[src/design/pfa_ram.sv]
// generic single write port, single read port ram with registered read
module pfa_ram #(
  parameter int WIDTH = 8,
  parameter int DEPTH = 64
) (
  input  logic                     clk_i,
  input  logic                     we_i,
  input  logic [$clog2(DEPTH)-1:0] waddr_i,
  input  logic [WIDTH-1:0]         wdata_i,
  input  logic [$clog2(DEPTH)-1:0] raddr_i,
  output logic [WIDTH-1:0]         rdata_o
);

  logic [WIDTH-1:0] mem_q [DEPTH];
  logic [WIDTH-1:0] rdata_q;

  always_ff @(posedge clk_i) begin
    if (we_i) begin
      mem_q[waddr_i] <= wdata_i;
    end
    rdata_q <= mem_q[raddr_i];
  end

  assign rdata_o = rdata_q;

endmodule

[config.mk]
export PLATFORM = sky130hd
export DESIGN_NAME = pfa_ram
export DESIGN_NICKNAME = d
export VERILOG_FILES = /design/src/design/pfa_ram.sv
export SDC_FILE = /design/constraint.sdc
export NUM_CORES = 1
export LEC_CHECK = 0
export BUFFER_PORTS_ARGS = -buffer_cell sky130_fd_sc_hd__buf_4
export CORE_ASPECT_RATIO = 1.1
export CORE_MARGIN = 3
export CORE_UTILIZATION = 59
export DETAILED_ROUTE_END_ITERATION = 8
export PLACE_DENSITY = 0.81
export REMOVE_ABC_BUFFERS = 1
export SYNTH_ARGS = -nofsm -noshare
export SYNTH_HDL_FRONTEND = slang
export SYNTH_SLANG_ARGS = --single-unit
[constraint.sdc]
create_clock -name clk_i -period 3.4 [get_ports clk_i]
set_input_delay 1.02 -clock clk_i [delete_from_list [all_inputs] [get_ports clk_i]]
set_output_delay 1.02 -clock clk_i [all_outputs]
set_load 0.02 [all_outputs]
==> results.toml <==
[clock_network]
post_cts_buffers = 0
cts_hold_buf = 0
cts_buffers = 47
cts_sinks = 520
cts_resized = 0
tritoncts = "yes"
clock_path_buffers = 3
htree_levels = 2
cts_root_buf = "clkbuf_16"
clk_pin_slew_worst_paths_ps = 70
clock_latency_ps = 570

[grt]
grt_pass1_vias = 10379
grt_antenna_before_repair = 0
grt_use_total_pct = 25.10
grt_max_degree = 65
grt_pass1_wl_um = 67140
grt.overflow.total = 0

[sta]
rsz0062_at_grt = "false"
finalCriticalPeriod_ps = 2909
tightest_slew_ps = 720.9
max_slew_margin_pct = 51.76
hold_ws_ps = 858.5
hold_violations = 0
fin_ws_ps = 490.9
slew_viol_final = 0
setup_violations = 0
fin_crit_sh_pct = 85.56
fin_worst_skew_ps = 31.74
fmax_ghz = 0.3438

[detailed_routing]
routed-via-count = 10102
routed_wl_um = 44540
viasPerCell = 6.581
routedWlPerCell_um = 29.02
drc_errors = 0
ant_nets = 0
first_iter_violations = 1522
dr.pass1.iters = 6

[critical_path]
crit_required_ps = 3830
worst_path_most_repeated_cell = "buf_4"
path_cells = "clkbuf_8 > buf_4 > buf_4 > mux4_2 > nor2_1 > nor4_1 > nor3_1 > o32ai_1"
cp_max_fo = 29
cp_top_family = "buffers and inverters"
cpMaxStageDelayCell = "nor3_1"
critPathArrivalTime_ps = 3340
worst-setup-path-type = "in2reg"
cp-end-kind = "flip-flop"
path_buf_inv = 3
crit_path_max_incr_delay_ps = 550
cp-start-kind = "input pin"

[yosys]
netlist_area_um2 = 20170
yosysSeqAreaShare_pct = 77.03
synth-seq-cells = 520
ys_async_sr_fraction_pct = 0
syn_inst = 940
postSynthAreaPerCell_um2 = 21.45
ys.flop_type = "edfxtp_1"
synth_edf_count = 512
yosys_warnings = 0
synth_cell_type_count = 40

[finish]
area_delta_synth_final_pct = 13.40
drive_gt1_share_pct = 30.28
instances_no_fill = 1535
layout.cells.most_common = "edfxtp_1"
fin_util_pct = 68.35
most-common-layout-cells = "512 x edfxtp_1, 126 x mux4_2, 122 x buf_4, 83 x nor2_1, 48 x clkbuf_16"
design_area_um2 = 22870
seqCellArea_um2 = 15530
nets = 1088
fillers = 1993
diodes = 0
multi_input_area_um2 = 4315

[placed_design]
dp.cells = 1449
post-dp-hpwl_um = 26770
portBuffers = 29
gp_congestion = 0.8182
dp_slack_ps = -62.14
place_area_um2 = 21420

[pwr]
p_per_area_nw_per_um2 = 559.6
p_leak_nw = 7.333
ir_drop_mv = 0.5405

[die]
initial_core_util_pct = 60.28
core_um2 = 33460
die_area_um2 = 36440
num_rows = 70
die-width_um = 182.3
ios = 30
die_h_um = 199.9

[worst_hold_path]
hold_class = "in2reg"

[outcome]
status = "complete, no violations"

[run]
max-cap-violations = 0
==> logic make-up (layout without fill, tap and decap cells) <==
kind of cell | Yosys count | count (layout) | synth area share (%)
flip-flops | 520 | 520 | 77.03
multiplexers | 162 | 162 | 15.94
AND/OR/NAND/NOR | 153 | 153 | 3.387
AO/OA/AOI/OAI | 54 | 54 | 2.072
buffers and inverters | 51 | 214 | 1.570
==> sequential cells by signal, indices dropped and copies added, names as in the netlist <==
signal,flops
mem_q,512
rdata_o,8
==> worst reg2reg max path: stages, from the launching register on <==
cell and delay, ps:
edfxtp_1 370, mux4_2 490, mux2_2 290, o221a_2 290, nor3_1 560, o32ai_1 200
==> synthesized netlist by cell type (all sizes together) (4+ instances only) <==
library cell | count | area share (%)
edfxtp | 512 | 76
mux4 | 126 | 14
nor2 | 83 | 1.5
buf | 34 | 1.3
mux2i | 23 | 1.1
nand2 | 19 | 0.35
clkbuf | 17 | 0.32
nor2b | 14 | 0.43
mux2 | 13 | 0.73
nand3 | 13 | 0.32
dfxtp | 8 | 0.79
o221ai | 8 | 0.35
o22ai | 8 | 0.25
nand2b | 7 | 0.22
nor3 | 7 | 0.17
a221oi | 6 | 0.26
a211oi | 4 | 0.15
o21ai | 4 | 0.099
==> metrics by stage <==
stage | power (mW) | TNS, ps
2_1_floorplan | 7.532 | 0
3_5_place_dp | 7.943 | -65.58
5_1_grt | 13.15 | 0
6_report | 12.80 | 0
4_1_cts | 12.87 | 0
3_3_place_gp | 7.921 | -37.04
==> path summary, 6_finish.rpt <==
kind                                from            endpoint  slack [ps]  cells past startpoint
setup / recovery              raddr_i[0]  rdata_o[4]$_DFF_P_         490                      8
hold / removal                raddr_i[5]  rdata_o[1]$_DFF_P_         860                      3
hold reg to reg   mem_q[22][2]$_DFFE_PP_  rdata_o[2]$_DFF_P_         870                      4
setup reg to reg  mem_q[29][6]$_DFFE_PP_  rdata_o[6]$_DFF_P_        1070                      5
==> per-layer routing <==
metal	vias up	track usage, %	part of all wire, %
li1	4166	-	-
met1	5180	35.39	36
met2	657	39.53	49
met3	99	5.980	12
met4	0	9.058	3.6
met5	-	0	0
==> cell type report <==
type | instances | area share [%]
repair buffers | 128 | 4.503
flip-flops and latches | 520 | 67.93
clock buffers | 62 | 5.526
clock inverters | 24 | 0.8097
multi-input cells | 369 | 18.87
well taps | 432 | 2.363
==> where the power goes <==
group          internal, mW  switching, mW  leakage, nW  total [mW]
logic                 0.275          0.418         1.96       0.693
registers              7.09         0.0282         4.67        7.12
clock network          2.78           2.21        0.698        4.98
total                  10.1           2.65         7.33        12.8
Note: power is estimated with default switching activity, not from simulation.
